<file path="config.mk">
export PLATFORM = sky130hd
export DESIGN_NAME = status_led_color_animator_top_flat
export DESIGN_NICKNAME = d
export VERILOG_FILES = /design/src/rtl/core/slca_pkg.sv /design/src/rtl/core/slca_in_if.sv /design/src/rtl/core/slca_out_if.sv /design/src/rtl/core/slca_front.sv /design/src/rtl/core/slca_cmd_fifo.sv /design/src/rtl/core/slca_back.sv /design/src/rtl/core/status_led_color_animator_top.sv /design/src/flat_wrapper.sv
export SDC_FILE = /design/constraint.sdc
export NUM_CORES = 1
export LEC_CHECK = 0
export BUFFER_PORTS_ARGS = -buffer_cell sky130_fd_sc_hd__buf_4
export CORE_ASPECT_RATIO = 0.6
export CORE_UTILIZATION = 50
export DETAILED_ROUTE_END_ITERATION = 7
export PLACE_DENSITY = 0.7
export SLEW_MARGIN = 20
export SYNTH_ARGS = -nofsm -noshare
export SYNTH_HDL_FRONTEND = slang
export SYNTH_SLANG_ARGS = --single-unit
</file>
<file path="constraint.sdc">
create_clock -name clk_i -period 7.15 [get_ports clk_i]
set_clock_uncertainty 0.05 [all_clocks]
set_input_delay 0.715 -clock clk_i [delete_from_list [all_inputs] [get_ports clk_i]]
set_output_delay 0.715 -clock clk_i [all_outputs]
set_load 0.05 [all_outputs]
</file>
<file path="src/rtl/core/slca_pkg.sv">
package slca_pkg;

  // configuration register indexes
  localparam int unsigned CfgIdxW  = 3;
  localparam int unsigned CfgDataW = 32;
  localparam logic [CfgIdxW-1:0] CFG_PUBLIC_SCHEME    = 3'd0;
  localparam logic [CfgIdxW-1:0] CFG_CHIP_VARIANT_ALT = 3'd1;
  localparam logic [CfgIdxW-1:0] CFG_BRIGHTNESS       = 3'd2;
  localparam logic [CfgIdxW-1:0] CFG_COLOR_NORMAL     = 3'd3;
  localparam logic [CfgIdxW-1:0] CFG_COLOR_SMART      = 3'd4;
  localparam logic [CfgIdxW-1:0] CFG_COLOR_CUSTOM     = 3'd5;
  localparam logic [CfgIdxW-1:0] CFG_COLOR_OFF        = 3'd6;

  // configuration reset values
  localparam logic [31:0] RST_BRIGHTNESS   = 32'd1009319935;
  localparam logic [23:0] RST_COLOR_NORMAL = 24'h00ff00;
  localparam logic [23:0] RST_COLOR_SMART  = 24'hff0000;
  localparam logic [23:0] RST_COLOR_CUSTOM = 24'hffffff;
  localparam logic [23:0] RST_COLOR_OFF    = 24'h000000;

  // charger states
  localparam logic [3:0] EVSE_A          = 4'd0;
  localparam logic [3:0] EVSE_B          = 4'd1;
  localparam logic [3:0] EVSE_C          = 4'd2;
  localparam logic [3:0] EVSE_B1         = 4'd9;
  localparam logic [3:0] EVSE_MODEM_REQ  = 4'd11;
  localparam logic [3:0] EVSE_MODEM_WAIT = 4'd12;
  localparam logic [3:0] EVSE_DENIED     = 4'd14;

  // error flag bit positions
  localparam int unsigned EF_BIT_CT       = 1;
  localparam int unsigned EF_BIT_TEMP     = 2;
  localparam int unsigned EF_BIT_EV       = 3;
  localparam int unsigned EF_BIT_RCM_TRIP = 4;
  localparam int unsigned EF_BIT_RCM_TEST = 5;

  // flash flag bit positions
  localparam int unsigned FL_BIT_CARD     = 0;
  localparam int unsigned FL_BIT_AUTH     = 1;
  localparam int unsigned FL_BIT_REJECTED = 2;
  localparam int unsigned FL_BIT_TIMEOUT  = 3;

  // point status codes
  localparam logic [1:0] PS_OTHER    = 2'd0;
  localparam logic [1:0] PS_RESERVED = 2'd1;

  // fixed public scheme colors, red in the low byte
  localparam logic [23:0] COLOR_PUB_CARD   = 24'h808080;
  localparam logic [23:0] COLOR_PUB_GREEN  = 24'h00ff00;
  localparam logic [23:0] COLOR_PUB_RED    = 24'h0000ff;
  localparam logic [23:0] COLOR_PUB_ORANGE = 24'h0080ff;
  localparam logic [23:0] COLOR_BLACK      = 24'h000000;

  // animation constants
  localparam logic [7:0] PHASE_STEP_ERROR = 8'd20;
  localparam logic [7:0] PHASE_STEP_SLOW  = 8'd2;
  localparam logic [7:0] PHASE_MID        = 8'h80;
  localparam logic [7:0] ERROR_ON_THRESH  = 8'd128;
  localparam logic [7:0] WAIT_ON_THRESH   = 8'd230;

  // what the back end does with the animation state
  typedef enum logic [2:0] {
    KIND_HOLD,
    KIND_ERROR,
    KIND_WAIT,
    KIND_LEVEL,
    KIND_BREATHE
  } kind_e;

  // how the brightness turns into a color
  typedef enum logic [2:0] {
    OUT_SCALE,
    OUT_CONST,
    OUT_AMBER,
    OUT_RED,
    OUT_GREEN,
    OUT_BLUE
  } out_mode_e;

  // classified request passed from front to back
  typedef struct packed {
    kind_e       kind;
    out_mode_e   mode;
    logic        set_phase;
    logic [7:0]  level;
    logic [23:0] color;
  } cmd_t;

endpackage

</file>
<file path="src/rtl/core/slca_in_if.sv">
interface slca_in_if;
  logic       valid;
  logic       ready;
  logic [3:0] evse_state;
  logic [7:0] err_bits;
  logic       rcm_test_active;
  logic       acc_off;
  logic       custom_pressed;
  logic       charge_delayed;
  logic       smart_mode;
  logic [3:0] flash_flags;
  logic [1:0] point_status;

  modport source (
    output valid, evse_state, err_bits, rcm_test_active, acc_off,
           custom_pressed, charge_delayed, smart_mode, flash_flags, point_status,
    input  ready
  );

  modport sink (
    input  valid, evse_state, err_bits, rcm_test_active, acc_off,
           custom_pressed, charge_delayed, smart_mode, flash_flags, point_status,
    output ready
  );
endinterface

</file>
<file path="src/rtl/core/slca_out_if.sv">
interface slca_out_if;
  logic       valid;
  logic       ready;
  logic [7:0] red;
  logic [7:0] green;
  logic [7:0] blue;

  modport source (
    output valid, red, green, blue,
    input  ready
  );

  modport sink (
    input  valid, red, green, blue,
    output ready
  );
endinterface

</file>
<file path="src/rtl/core/slca_front.sv">
module slca_front (
  input  logic                           clk_i,
  input  logic                           rst_ni,
  input  logic                           cfg_we_i,
  input  logic [slca_pkg::CfgIdxW-1:0]   cfg_idx_i,
  input  logic [slca_pkg::CfgDataW-1:0]  cfg_data_i,
  slca_in_if.sink                        in_i,
  output logic                           cmd_valid_o,
  input  logic                           cmd_ready_i,
  output slca_pkg::cmd_t                 cmd_o
);

  logic        public_q;
  logic        alt_q;
  logic [31:0] levels_q;
  logic [23:0] col_normal_q;
  logic [23:0] col_smart_q;
  logic [23:0] col_custom_q;
  logic [23:0] col_off_q;

  // configuration registers
  always_ff @(posedge clk_i or negedge rst_ni) begin
    if (!rst_ni) begin
      public_q     <= 1'b0;
      alt_q        <= 1'b0;
      levels_q     <= slca_pkg::RST_BRIGHTNESS;
      col_normal_q <= slca_pkg::RST_COLOR_NORMAL;
      col_smart_q  <= slca_pkg::RST_COLOR_SMART;
      col_custom_q <= slca_pkg::RST_COLOR_CUSTOM;
      col_off_q    <= slca_pkg::RST_COLOR_OFF;
    end else if (cfg_we_i) begin
      unique case (cfg_idx_i)
        slca_pkg::CFG_PUBLIC_SCHEME:    public_q     <= cfg_data_i[0];
        slca_pkg::CFG_CHIP_VARIANT_ALT: alt_q        <= cfg_data_i[0];
        slca_pkg::CFG_BRIGHTNESS:       levels_q     <= cfg_data_i[31:0];
        slca_pkg::CFG_COLOR_NORMAL:     col_normal_q <= cfg_data_i[23:0];
        slca_pkg::CFG_COLOR_SMART:      col_smart_q  <= cfg_data_i[23:0];
        slca_pkg::CFG_COLOR_CUSTOM:     col_custom_q <= cfg_data_i[23:0];
        slca_pkg::CFG_COLOR_OFF:        col_off_q    <= cfg_data_i[23:0];
        default: ;
      endcase
    end
  end

  // status decode
  logic [7:0]  ef;
  logic        st_a;
  logic        st_c;
  logic        st_b_like;
  logic        hw_err;
  logic        rcm_mismatch;
  logic        error_now;
  logic        wait_pending;
  logic [23:0] mode_color;

  assign ef        = in_i.err_bits;
  assign st_a      = (in_i.evse_state == slca_pkg::EVSE_A);
  assign st_c      = (in_i.evse_state == slca_pkg::EVSE_C);
  assign st_b_like = (in_i.evse_state == slca_pkg::EVSE_B)
                  || (in_i.evse_state == slca_pkg::EVSE_B1)
                  || (in_i.evse_state == slca_pkg::EVSE_MODEM_REQ)
                  || (in_i.evse_state == slca_pkg::EVSE_MODEM_WAIT);

  assign hw_err = ef[slca_pkg::EF_BIT_CT] | ef[slca_pkg::EF_BIT_TEMP]
                | ef[slca_pkg::EF_BIT_EV];
  assign rcm_mismatch = (ef[slca_pkg::EF_BIT_RCM_TRIP] ^ ef[slca_pkg::EF_BIT_RCM_TEST])
                      & ~in_i.rcm_test_active;
  assign error_now = alt_q ? (hw_err | rcm_mismatch)
                           : (hw_err | ef[slca_pkg::EF_BIT_RCM_TRIP]);
  assign wait_pending = (|ef) | in_i.charge_delayed;

  assign mode_color = in_i.custom_pressed ? col_custom_q :
                      (in_i.smart_mode ? col_smart_q : col_normal_q);

  // classify the request by priority
  always_comb begin
    cmd_o.kind      = slca_pkg::KIND_HOLD;
    cmd_o.mode      = slca_pkg::OUT_CONST;
    cmd_o.set_phase = 1'b0;
    cmd_o.level     = 8'd0;
    cmd_o.color     = slca_pkg::COLOR_BLACK;
    if (public_q) begin
      if (in_i.flash_flags[slca_pkg::FL_BIT_CARD]) begin
        cmd_o.color = slca_pkg::COLOR_PUB_CARD;
      end else if (in_i.flash_flags[slca_pkg::FL_BIT_AUTH]) begin
        cmd_o.color = slca_pkg::COLOR_PUB_GREEN;
      end else if (in_i.flash_flags[slca_pkg::FL_BIT_REJECTED]
                || in_i.flash_flags[slca_pkg::FL_BIT_TIMEOUT]) begin
        cmd_o.color = slca_pkg::COLOR_PUB_RED;
      end else if (in_i.point_status == slca_pkg::PS_RESERVED) begin
        cmd_o.color = slca_pkg::COLOR_PUB_ORANGE;
      end else if (in_i.point_status != slca_pkg::PS_OTHER) begin
        // unavailable or faulted
        cmd_o.color = slca_pkg::COLOR_PUB_RED;
      end else if (wait_pending) begin
        cmd_o.kind  = slca_pkg::KIND_WAIT;
        cmd_o.mode  = slca_pkg::OUT_AMBER;
        cmd_o.level = levels_q[15:8];
      end else if (st_a) begin
        cmd_o.kind  = slca_pkg::KIND_LEVEL;
        cmd_o.mode  = slca_pkg::OUT_GREEN;
        cmd_o.level = levels_q[23:16];
      end else if (st_b_like) begin
        cmd_o.kind      = slca_pkg::KIND_LEVEL;
        cmd_o.mode      = slca_pkg::OUT_BLUE;
        cmd_o.level     = levels_q[31:24];
        cmd_o.set_phase = 1'b1;
      end else if (st_c) begin
        cmd_o.kind = slca_pkg::KIND_BREATHE;
        cmd_o.mode = slca_pkg::OUT_BLUE;
      end
    end else begin
      if (error_now) begin
        cmd_o.kind  = slca_pkg::KIND_ERROR;
        cmd_o.mode  = slca_pkg::OUT_RED;
        cmd_o.level = levels_q[7:0];
      end else if (in_i.acc_off && in_i.custom_pressed) begin
        cmd_o.color = col_custom_q;
      end else if (in_i.acc_off || (in_i.evse_state == slca_pkg::EVSE_DENIED)) begin
        cmd_o.color = col_off_q;
      end else begin
        cmd_o.mode  = slca_pkg::OUT_SCALE;
        cmd_o.color = mode_color;
        if (wait_pending) begin
          cmd_o.kind  = slca_pkg::KIND_WAIT;
          cmd_o.level = levels_q[15:8];
        end else if (st_a) begin
          cmd_o.kind  = slca_pkg::KIND_LEVEL;
          cmd_o.level = levels_q[23:16];
        end else if (st_b_like) begin
          cmd_o.kind      = slca_pkg::KIND_LEVEL;
          cmd_o.level     = levels_q[31:24];
          cmd_o.set_phase = 1'b1;
        end else if (st_c) begin
          cmd_o.kind = slca_pkg::KIND_BREATHE;
        end
      end
    end
  end

  // handshake passes straight to the queue
  assign cmd_valid_o = in_i.valid;
  assign in_i.ready  = cmd_ready_i;

endmodule

</file>
<file path="src/rtl/core/slca_cmd_fifo.sv">
module slca_cmd_fifo #(
  parameter int unsigned Depth = 2
) (
  input  logic           clk_i,
  input  logic           rst_ni,
  input  logic           push_valid_i,
  output logic           push_ready_o,
  input  slca_pkg::cmd_t push_data_i,
  output logic           pop_valid_o,
  input  logic           pop_ready_i,
  output slca_pkg::cmd_t pop_data_o
);

  localparam int unsigned PtrW = (Depth > 1) ? $clog2(Depth) : 1;
  localparam int unsigned CntW = $clog2(Depth + 1);

  slca_pkg::cmd_t  mem_q [Depth];
  logic [PtrW-1:0] wr_ptr_q, wr_ptr_d;
  logic [PtrW-1:0] rd_ptr_q, rd_ptr_d;
  logic [CntW-1:0] count_q, count_d;
  logic            push;
  logic            pop;

  assign push_ready_o = (count_q != CntW'(Depth));
  assign pop_valid_o  = (count_q != '0);
  assign push         = push_valid_i && push_ready_o;
  assign pop          = pop_ready_i && pop_valid_o;
  assign pop_data_o   = mem_q[rd_ptr_q];

  // pointer and fill bookkeeping
  always_comb begin
    wr_ptr_d = wr_ptr_q;
    rd_ptr_d = rd_ptr_q;
    count_d  = count_q;
    if (push) begin
      wr_ptr_d = (wr_ptr_q == PtrW'(Depth - 1)) ? '0 : wr_ptr_q + 1'b1;
    end
    if (pop) begin
      rd_ptr_d = (rd_ptr_q == PtrW'(Depth - 1)) ? '0 : rd_ptr_q + 1'b1;
    end
    if (push && !pop) begin
      count_d = count_q + 1'b1;
    end else if (pop && !push) begin
      count_d = count_q - 1'b1;
    end
  end

  always_ff @(posedge clk_i or negedge rst_ni) begin
    if (!rst_ni) begin
      wr_ptr_q <= '0;
      rd_ptr_q <= '0;
      count_q  <= '0;
    end else begin
      wr_ptr_q <= wr_ptr_d;
      rd_ptr_q <= rd_ptr_d;
      count_q  <= count_d;
    end
  end

  // storage
  always_ff @(posedge clk_i) begin
    if (push) begin
      mem_q[wr_ptr_q] <= push_data_i;
    end
  end

endmodule

</file>
<file path="src/rtl/core/slca_back.sv">
module slca_back (
  input  logic           clk_i,
  input  logic           rst_ni,
  input  logic           cmd_valid_i,
  output logic           cmd_ready_o,
  input  slca_pkg::cmd_t cmd_i,
  slca_out_if.source     out_o
);

  typedef enum logic [1:0] {
    ST_IDLE,
    ST_LEVEL,
    ST_CHAN
  } state_e;

  localparam logic [1:0] CHAN_RED   = 2'd0;
  localparam logic [1:0] CHAN_GREEN = 2'd1;
  localparam logic [1:0] CHAN_BLUE  = 2'd2;

  // triangle wave followed by the quadratic ease
  function automatic logic [7:0] breathe_level(input logic [7:0] p);
    logic [7:0]  t;
    logic [7:0]  m;
    logic [7:0]  r;
    logic [16:0] prod;
    t    = p[7] ? ~p : p;
    t    = {t[6:0], 1'b0};
    m    = t[7] ? ~t : t;
    prod = {9'd0, m} * {8'd0, ({1'b0, m} + 9'd1)};
    r    = {prod[14:8], 1'b0};
    if (t[7]) begin
      r = ~r;
    end
    return r;
  endfunction

  state_e         state_q, state_d;
  slca_pkg::cmd_t cmd_q, cmd_d;
  logic [7:0]     phase_q, phase_d;
  logic [7:0]     lb_q, lb_d;
  logic [1:0]     chan_q, chan_d;
  logic [23:0]    rgb_q, rgb_d;
  logic           out_valid_q, out_valid_d;
  logic [23:0]    out_rgb_q, out_rgb_d;

  // shared channel multiplier, product / 255 by reciprocal trick
  logic [7:0]  col_byte;
  logic [15:0] prod;
  logic [16:0] div_sum;
  logic [7:0]  scaled;
  logic [7:0]  chan_val;

  assign col_byte = cmd_q.color[7:0];
  assign prod     = {8'd0, lb_q} * {8'd0, col_byte};
  assign div_sum  = {1'b0, prod} + {9'd0, prod[15:8]} + 17'd1;
  assign scaled   = div_sum[15:8];

  // value of the current channel
  always_comb begin
    case (cmd_q.mode)
      slca_pkg::OUT_SCALE: chan_val = scaled;
      slca_pkg::OUT_CONST: chan_val = col_byte;
      slca_pkg::OUT_AMBER: begin
        if (chan_q == CHAN_RED) begin
          chan_val = lb_q;
        end else if (chan_q == CHAN_GREEN) begin
          chan_val = {1'b0, lb_q[7:1]};
        end else begin
          chan_val = 8'd0;
        end
      end
      slca_pkg::OUT_RED:   chan_val = (chan_q == CHAN_RED) ? lb_q : 8'd0;
      slca_pkg::OUT_GREEN: chan_val = (chan_q == CHAN_GREEN) ? lb_q : 8'd0;
      slca_pkg::OUT_BLUE:  chan_val = (chan_q == CHAN_BLUE) ? lb_q : 8'd0;
      default:             chan_val = 8'd0;
    endcase
  end

  // sequencer: take request, step animation, run three channels
  always_comb begin
    state_d     = state_q;
    cmd_d       = cmd_q;
    phase_d     = phase_q;
    lb_d        = lb_q;
    chan_d      = chan_q;
    rgb_d       = rgb_q;
    out_valid_d = out_valid_q && !out_o.ready;
    out_rgb_d   = out_rgb_q;
    cmd_ready_o = 1'b0;
    unique case (state_q)
      ST_IDLE: begin
        cmd_ready_o = 1'b1;
        if (cmd_valid_i) begin
          cmd_d   = cmd_i;
          state_d = ST_LEVEL;
          case (cmd_i.kind)
            slca_pkg::KIND_ERROR:   phase_d = phase_q + slca_pkg::PHASE_STEP_ERROR;
            slca_pkg::KIND_WAIT,
            slca_pkg::KIND_BREATHE: phase_d = phase_q + slca_pkg::PHASE_STEP_SLOW;
            slca_pkg::KIND_LEVEL: begin
              if (cmd_i.set_phase) begin
                phase_d = slca_pkg::PHASE_MID;
              end
            end
            default: ;
          endcase
        end
      end
      ST_LEVEL: begin
        case (cmd_q.kind)
          slca_pkg::KIND_ERROR:
            lb_d = (phase_q > slca_pkg::ERROR_ON_THRESH) ? cmd_q.level : 8'd0;
          slca_pkg::KIND_WAIT:
            lb_d = (phase_q > slca_pkg::WAIT_ON_THRESH) ? cmd_q.level : 8'd0;
          slca_pkg::KIND_LEVEL:   lb_d = cmd_q.level;
          slca_pkg::KIND_BREATHE: lb_d = breathe_level(phase_q);
          default: ;
        endcase
        chan_d  = CHAN_RED;
        state_d = ST_CHAN;
      end
      ST_CHAN: begin
        if (chan_q == CHAN_BLUE) begin
          if (!out_valid_q || out_o.ready) begin
            out_valid_d = 1'b1;
            out_rgb_d   = {chan_val, rgb_q[23:8]};
            state_d     = ST_IDLE;
          end
        end else begin
          rgb_d       = {chan_val, rgb_q[23:8]};
          cmd_d.color = {8'd0, cmd_q.color[23:8]};
          chan_d      = chan_q + 1'b1;
        end
      end
      default: state_d = ST_IDLE;
    endcase
  end

  always_ff @(posedge clk_i or negedge rst_ni) begin
    if (!rst_ni) begin
      state_q     <= ST_IDLE;
      cmd_q       <= '0;
      phase_q     <= 8'd0;
      lb_q        <= 8'd0;
      chan_q      <= CHAN_RED;
      rgb_q       <= '0;
      out_valid_q <= 1'b0;
      out_rgb_q   <= '0;
    end else begin
      state_q     <= state_d;
      cmd_q       <= cmd_d;
      phase_q     <= phase_d;
      lb_q        <= lb_d;
      chan_q      <= chan_d;
      rgb_q       <= rgb_d;
      out_valid_q <= out_valid_d;
      out_rgb_q   <= out_rgb_d;
    end
  end

  // output register
  assign out_o.valid = out_valid_q;
  assign out_o.red   = out_rgb_q[7:0];
  assign out_o.green = out_rgb_q[15:8];
  assign out_o.blue  = out_rgb_q[23:16];

endmodule

</file>
<file path="src/rtl/core/status_led_color_animator_top.sv">
// Status LED color animator: every accepted request is one animation tick with a charger
// status snapshot and yields exactly one RGB triple, in order. The front end decodes the
// status against the configuration registers into a short command that waits in a small
// queue (QueueDepth entries); the back end owns the phase counter and last brightness and
// turns each command into a color. In the back end a tick takes the command, makes the
// brightness step (which holds the breathing ease multiplier) and then runs a channel step
// for red, green and blue in turn, which share one multiplier; a result that is not
// taken holds the back end in its last channel step. The output is registered, so the
// queue keeps accepting ticks while a result waits. Configuration registers are written
// through cfg_we_i / cfg_idx_i / cfg_data_i and must only change while no tick is in flight.
module status_led_color_animator_top #(
  parameter int unsigned QueueDepth = 2
) (
  input  logic                          clk_i,
  input  logic                          rst_ni,
  input  logic                          cfg_we_i,
  input  logic [slca_pkg::CfgIdxW-1:0]  cfg_idx_i,
  input  logic [slca_pkg::CfgDataW-1:0] cfg_data_i,
  slca_in_if.sink                       in_i,
  slca_out_if.source                    out_o
);

  logic           fe_valid;
  logic           fe_ready;
  slca_pkg::cmd_t fe_cmd;
  logic           be_valid;
  logic           be_ready;
  slca_pkg::cmd_t be_cmd;

  // decode and configuration
  slca_front u_front (
    .clk_i       (clk_i),
    .rst_ni      (rst_ni),
    .cfg_we_i    (cfg_we_i),
    .cfg_idx_i   (cfg_idx_i),
    .cfg_data_i  (cfg_data_i),
    .in_i        (in_i),
    .cmd_valid_o (fe_valid),
    .cmd_ready_i (fe_ready),
    .cmd_o       (fe_cmd)
  );

  // command queue
  slca_cmd_fifo #(
    .Depth (QueueDepth)
  ) u_fifo (
    .clk_i        (clk_i),
    .rst_ni       (rst_ni),
    .push_valid_i (fe_valid),
    .push_ready_o (fe_ready),
    .push_data_i  (fe_cmd),
    .pop_valid_o  (be_valid),
    .pop_ready_i  (be_ready),
    .pop_data_o   (be_cmd)
  );

  // animation and color
  slca_back u_back (
    .clk_i       (clk_i),
    .rst_ni      (rst_ni),
    .cmd_valid_i (be_valid),
    .cmd_ready_o (be_ready),
    .cmd_i       (be_cmd),
    .out_o       (out_o)
  );

endmodule

</file>
<file path="src/flat_wrapper.sv">
// flat-port wrapper written by rule: the top's interface ports become plain ports
module status_led_color_animator_top_flat 
#(
  parameter int unsigned QueueDepth = 2
)
  (clk_i, rst_ni, cfg_we_i, cfg_idx_i, cfg_data_i, in_i_valid, in_i_evse_state, in_i_err_bits, in_i_rcm_test_active, in_i_acc_off, in_i_custom_pressed, in_i_charge_delayed, in_i_smart_mode, in_i_flash_flags, in_i_point_status, in_i_ready, out_o_valid, out_o_red, out_o_green, out_o_blue, out_o_ready);
  slca_in_if in_i_i ();
  slca_out_if out_o_i ();
  input  logic clk_i;
  input  logic rst_ni;
  input  logic cfg_we_i;
  input  logic [slca_pkg::CfgIdxW-1:0] cfg_idx_i;
  input  logic [slca_pkg::CfgDataW-1:0] cfg_data_i;
  input wire logic [$bits(in_i_i.valid)-1:0] in_i_valid;
  input wire logic [$bits(in_i_i.evse_state)-1:0] in_i_evse_state;
  input wire logic [$bits(in_i_i.err_bits)-1:0] in_i_err_bits;
  input wire logic [$bits(in_i_i.rcm_test_active)-1:0] in_i_rcm_test_active;
  input wire logic [$bits(in_i_i.acc_off)-1:0] in_i_acc_off;
  input wire logic [$bits(in_i_i.custom_pressed)-1:0] in_i_custom_pressed;
  input wire logic [$bits(in_i_i.charge_delayed)-1:0] in_i_charge_delayed;
  input wire logic [$bits(in_i_i.smart_mode)-1:0] in_i_smart_mode;
  input wire logic [$bits(in_i_i.flash_flags)-1:0] in_i_flash_flags;
  input wire logic [$bits(in_i_i.point_status)-1:0] in_i_point_status;
  output wire logic [$bits(in_i_i.ready)-1:0] in_i_ready;
  output wire logic [$bits(out_o_i.valid)-1:0] out_o_valid;
  output wire logic [$bits(out_o_i.red)-1:0] out_o_red;
  output wire logic [$bits(out_o_i.green)-1:0] out_o_green;
  output wire logic [$bits(out_o_i.blue)-1:0] out_o_blue;
  input wire logic [$bits(out_o_i.ready)-1:0] out_o_ready;
  assign in_i_i.valid = in_i_valid;
  assign in_i_i.evse_state = in_i_evse_state;
  assign in_i_i.err_bits = in_i_err_bits;
  assign in_i_i.rcm_test_active = in_i_rcm_test_active;
  assign in_i_i.acc_off = in_i_acc_off;
  assign in_i_i.custom_pressed = in_i_custom_pressed;
  assign in_i_i.charge_delayed = in_i_charge_delayed;
  assign in_i_i.smart_mode = in_i_smart_mode;
  assign in_i_i.flash_flags = in_i_flash_flags;
  assign in_i_i.point_status = in_i_point_status;
  assign in_i_ready = in_i_i.ready;
  assign out_o_valid = out_o_i.valid;
  assign out_o_red = out_o_i.red;
  assign out_o_green = out_o_i.green;
  assign out_o_blue = out_o_i.blue;
  assign out_o_i.ready = out_o_ready;
  status_led_color_animator_top #(.QueueDepth(QueueDepth)) u_core (.clk_i(clk_i), .rst_ni(rst_ni), .cfg_we_i(cfg_we_i), .cfg_idx_i(cfg_idx_i), .cfg_data_i(cfg_data_i), .in_i(in_i_i), .out_o(out_o_i));
endmodule
</file>
==> flow_summary.ini <==
[critical_path]
worstSetupStartpointType = flip-flop
critPathBufInv = 3
cp_max_fo = 11
arrival_ns = 7.15
timing.rr.end = u_core.u_back.out_rgb_q[18]
cpLargestDelayFamily = adder cells
crit_top_cell = fa_1
path_class = reg2reg
crit_path_cell_trace = and2_1 > fa_1 > fa_1 > fa_1 > inv_1 > fa_1 > inv_1 > ha_1 > nand2_1 > o21ai_0 > nand2_1 > xnor2_1 > inv_1 > ha_1 > or2_2 > o22ai_1 > a211oi_1 > maj3_2 > a32oi_1 > a31oi_2 > and2b_1 > xnor2_1 > o21ai_1
critPathLaunch = u_core.u_back.lb_q[3]
rrSetupSlack_ns = 0.36
required_ns = 7.52
endpoint_kind = flip-flop
critical_path_cell_count = 23
cp-endpoint = u_core.u_back.out_rgb_q[18]
slowest_delay_ns = 0.54
r2r_start = u_core.u_back.lb_q[3]
worst-r2r-cell-count = 23
cpMaxStageDelayCell = fa_1

[sta]
final-hold-violation-count = 0
max_slew_margin_pct = 25.1
max_freq_mhz = 147
finalSetupViolations = 0
timing.final.crit_share_pct = 94.9
drv_slew = 0
rsz0062_at_grt = false
min_period_ns = 6.79
worst_pin_slew_ns = 1.12
setup-tns-final_ns = 0

[logic_synthesis]
synth_edf_count = 78
synth_top_flop_cell = dfrtp_1
ys_warn_count = 0
synthTopCellsByArea = dfrtp_1 23%, edfxtp_1 13%, mux2_2 9.1%
postSynthAreaPerCell_um2 = 10.9
syn_inst = 1680
synth_common_cells = 170 x dfrtp_1, 149 x mux2_2, 138 x nand2_1
ys_seq_area_share_pct = 44.8
synth_top_area_share_pct = 23.2
async_reset_ff_share_pct = 74.8
synth_area_mm2 = 0.0184
syn_nets = 1906
synth_area_leader_cell = dfrtp_1
yosysMostFrequentCell = dfrtp_1
ys_ff_latch = 310
yosysUniqueCellTypes = 81

[clock_network]
cts_tree = yes
cts_sinks = 310
clockBufferDepth = 3
htreeDepth = 1
clock_latency_ns = 0.56
hold_buffers = 0
cts_buffers = 31
cts_setup_buffers = 0
cts_resized = 0
clkSlewWorstSetupHoldPaths_ns = 0.07
ctsRootBufferMaster = clkbuf_16

[grt]
antenna_found_initial = 0
grt_pass1_vias = 12700
grt_usage_pct = 23.4
grt_remaining_overflow = 0
grt_max_degree = 121
grt_pass1_wl_um = 69700

[cells_and_area]
area_delta_synth_final_pct = 11.8
n_fill_cell = 2952
layout-drive-gt1-share_pct = 23.7
fin_nets = 1964
n_antenna_cell = 0

[detailed_routing]
drt_iter0_markers = 938
antenna_left = 0
vias = 12900
drtPass1Iterations = 5
post-route-drc-count = 0
drt_wl_total_um = 42600
viasPerCell = 5.77
wl_per_cell_um = 19.1

[place]
place_hpwl_um = 30800
place_congestion = 0.879
io_buffers = 88

[floorplan]
core_mm2 = 0.0356
rows = 53
ios = 89
die_w_um = 249
die_y_um = 150
floorplan.initialDensity_pct = 51.6
dieArea_mm2 = 0.0375

[run]
cap_viol_max_count = 0

[run_status]
outcome = finished, final reports clean

[min_path]
hold_path_class = in2async
-- metal layers --
layer,share of wire (%),GRT usage (%),vias to the layer above
li1,-,-,6014
met1,49,36.3,6421
met5,0,0,-
met2,43,35.1,377
met3,5.5,2.66,57
met4,2.0,5.46,0
-- flip-flops by register name, summed over array words and instances, names as in the netlist, 2 cells and up --
register                     count
u_core.u_back.chan_q             2
u_core.u_front.col_normal_q     24
u_core.u_back.out_rgb_q         24
u_core.u_back.lb_q               8
u_core.u_back.phase_q            7
u_core.u_back.rgb_q             16
u_core.u_fifo.count_q            2
u_core.u_front.levels_q         32
u_core.u_front.col_custom_q     24
u_core.u_front.col_off_q        24
u_core.u_back.state_q            2
u_core.u_front.col_smart_q      24
u_core.u_fifo.mem_q             78
u_core.u_back.cmd_q             38
-- worst register-to-register path, stage by stage (launching register included) --
cell,delay (ns)
dfrtp_1,0.53
and2_1,0.26
fa_1,0.52
fa_1,0.53
fa_1,0.54
inv_1,0.05
fa_1,0.52
inv_1,0.04
ha_1,0.40
nand2_1,0.07
o21ai_0,0.24
nand2_1,0.16
xnor2_1,0.27
inv_1,0.15
ha_1,0.25
or2_2,0.28
o22ai_1,0.14
a211oi_1,0.08
maj3_2,0.37
a32oi_1,0.30
a31oi_2,0.17
and2b_1,0.22
xnor2_1,0.34
o21ai_1,0.16
-- area by class of cell --
| cell class | instances | area [um^2] | area share (%) |
|---|---|---|---|
| timing repair buffer | 115 | 907 | 4.42 |
| clock buffer | 44 | 878 | 4.28 |
| sequential | 310 | 8230 | 40.1 |
| tap | 467 | 584 | 2.84 |
| multi-input combinational | 1155 | 9360 | 45.6 |
| clock inverter | 14 | 110 | 0.536 |
| inverter | 125 | 469 | 2.28 |
-- cells in the final DEF (no fill, tap or decap), types with 5 or more instances in the layout --
cell type / n
and2_1: 62
nand2b_1: 9
nor2b_1: 22
dfstp_2: 62
nand2_1: 138
clkbuf_8: 5
dfrtp_1: 167
or3_1: 10
inv_1: 125
nor3_1: 13
o22ai_1: 13
a21oi_1: 62
o31ai_1: 10
buf_4: 111
o21ai_1: 8
a222oi_1: 5
a31oi_1: 13
xnor2_1: 26
fa_1: 65
nand4b_1: 5
o221ai_1: 14
a22o_1: 10
edfxtp_1: 78
ha_1: 98
mux2_2: 149
a22oi_1: 13
clkbuf_16: 31
o21a_1: 11
or2_2: 13
a21o_1: 12
clkinv_2: 7
mux2i_1: 51
a211oi_1: 34
clkbuf_1: 7
o21ai_0: 64
nand3_1: 9
xor2_1: 15
nor2_1: 121
-- logic make-up after synthesis --
| kind of cell | Yosys count | synth area share, % |
|---|---|---|
| XOR/XNOR | 41 | 1.96 |
| AND/OR/NAND/NOR | 436 | 11.4 |
| AO/OA/AOI/OAI | 313 | 11.6 |
| buffers and inverters | 215 | 4.41 |
| adder cells (fa/ha/maj) | 165 | 13.9 |
| flip-flops | 310 | 44.8 |
| multiplexers | 200 | 11.9 |
-- how the worst min path moves through the flow --
| stage | endpoint |
|---|---|
| 6_report | u_core.u_back.phase_q[5] |
| 5_1_grt | u_core.u_back.phase_q[5] |
| 4_1_cts | u_core.u_back.phase_q[5] |
| 3_5_place_dp | u_core.u_back.out_rgb_q[4] |
| 3_3_place_gp | u_core.u_back.out_rgb_q[4] |
| 2_1_floorplan | u_core.u_back.chan_q[0] |
-- per-stage QoR --
stage	worst slack, ns	hold WS, ns	instance area [um^2]	instances	util [%]
global placement	0.466	0.390	19500	2169	54.7
global route	0.0213	0.231	20500	2230	57.7
finish	0.363	0.171	20500	2230	57.7
CTS	0.320	0.224	20500	2229	57.6
detailed placement	0.343	0.398	19500	2171	54.8
floorplan	0.0528	0.369	18400	1680	-
Power is left out: the tool's default activity adds up to more than one toggle a clock period on the data nets, which glitch-free logic cannot reach.
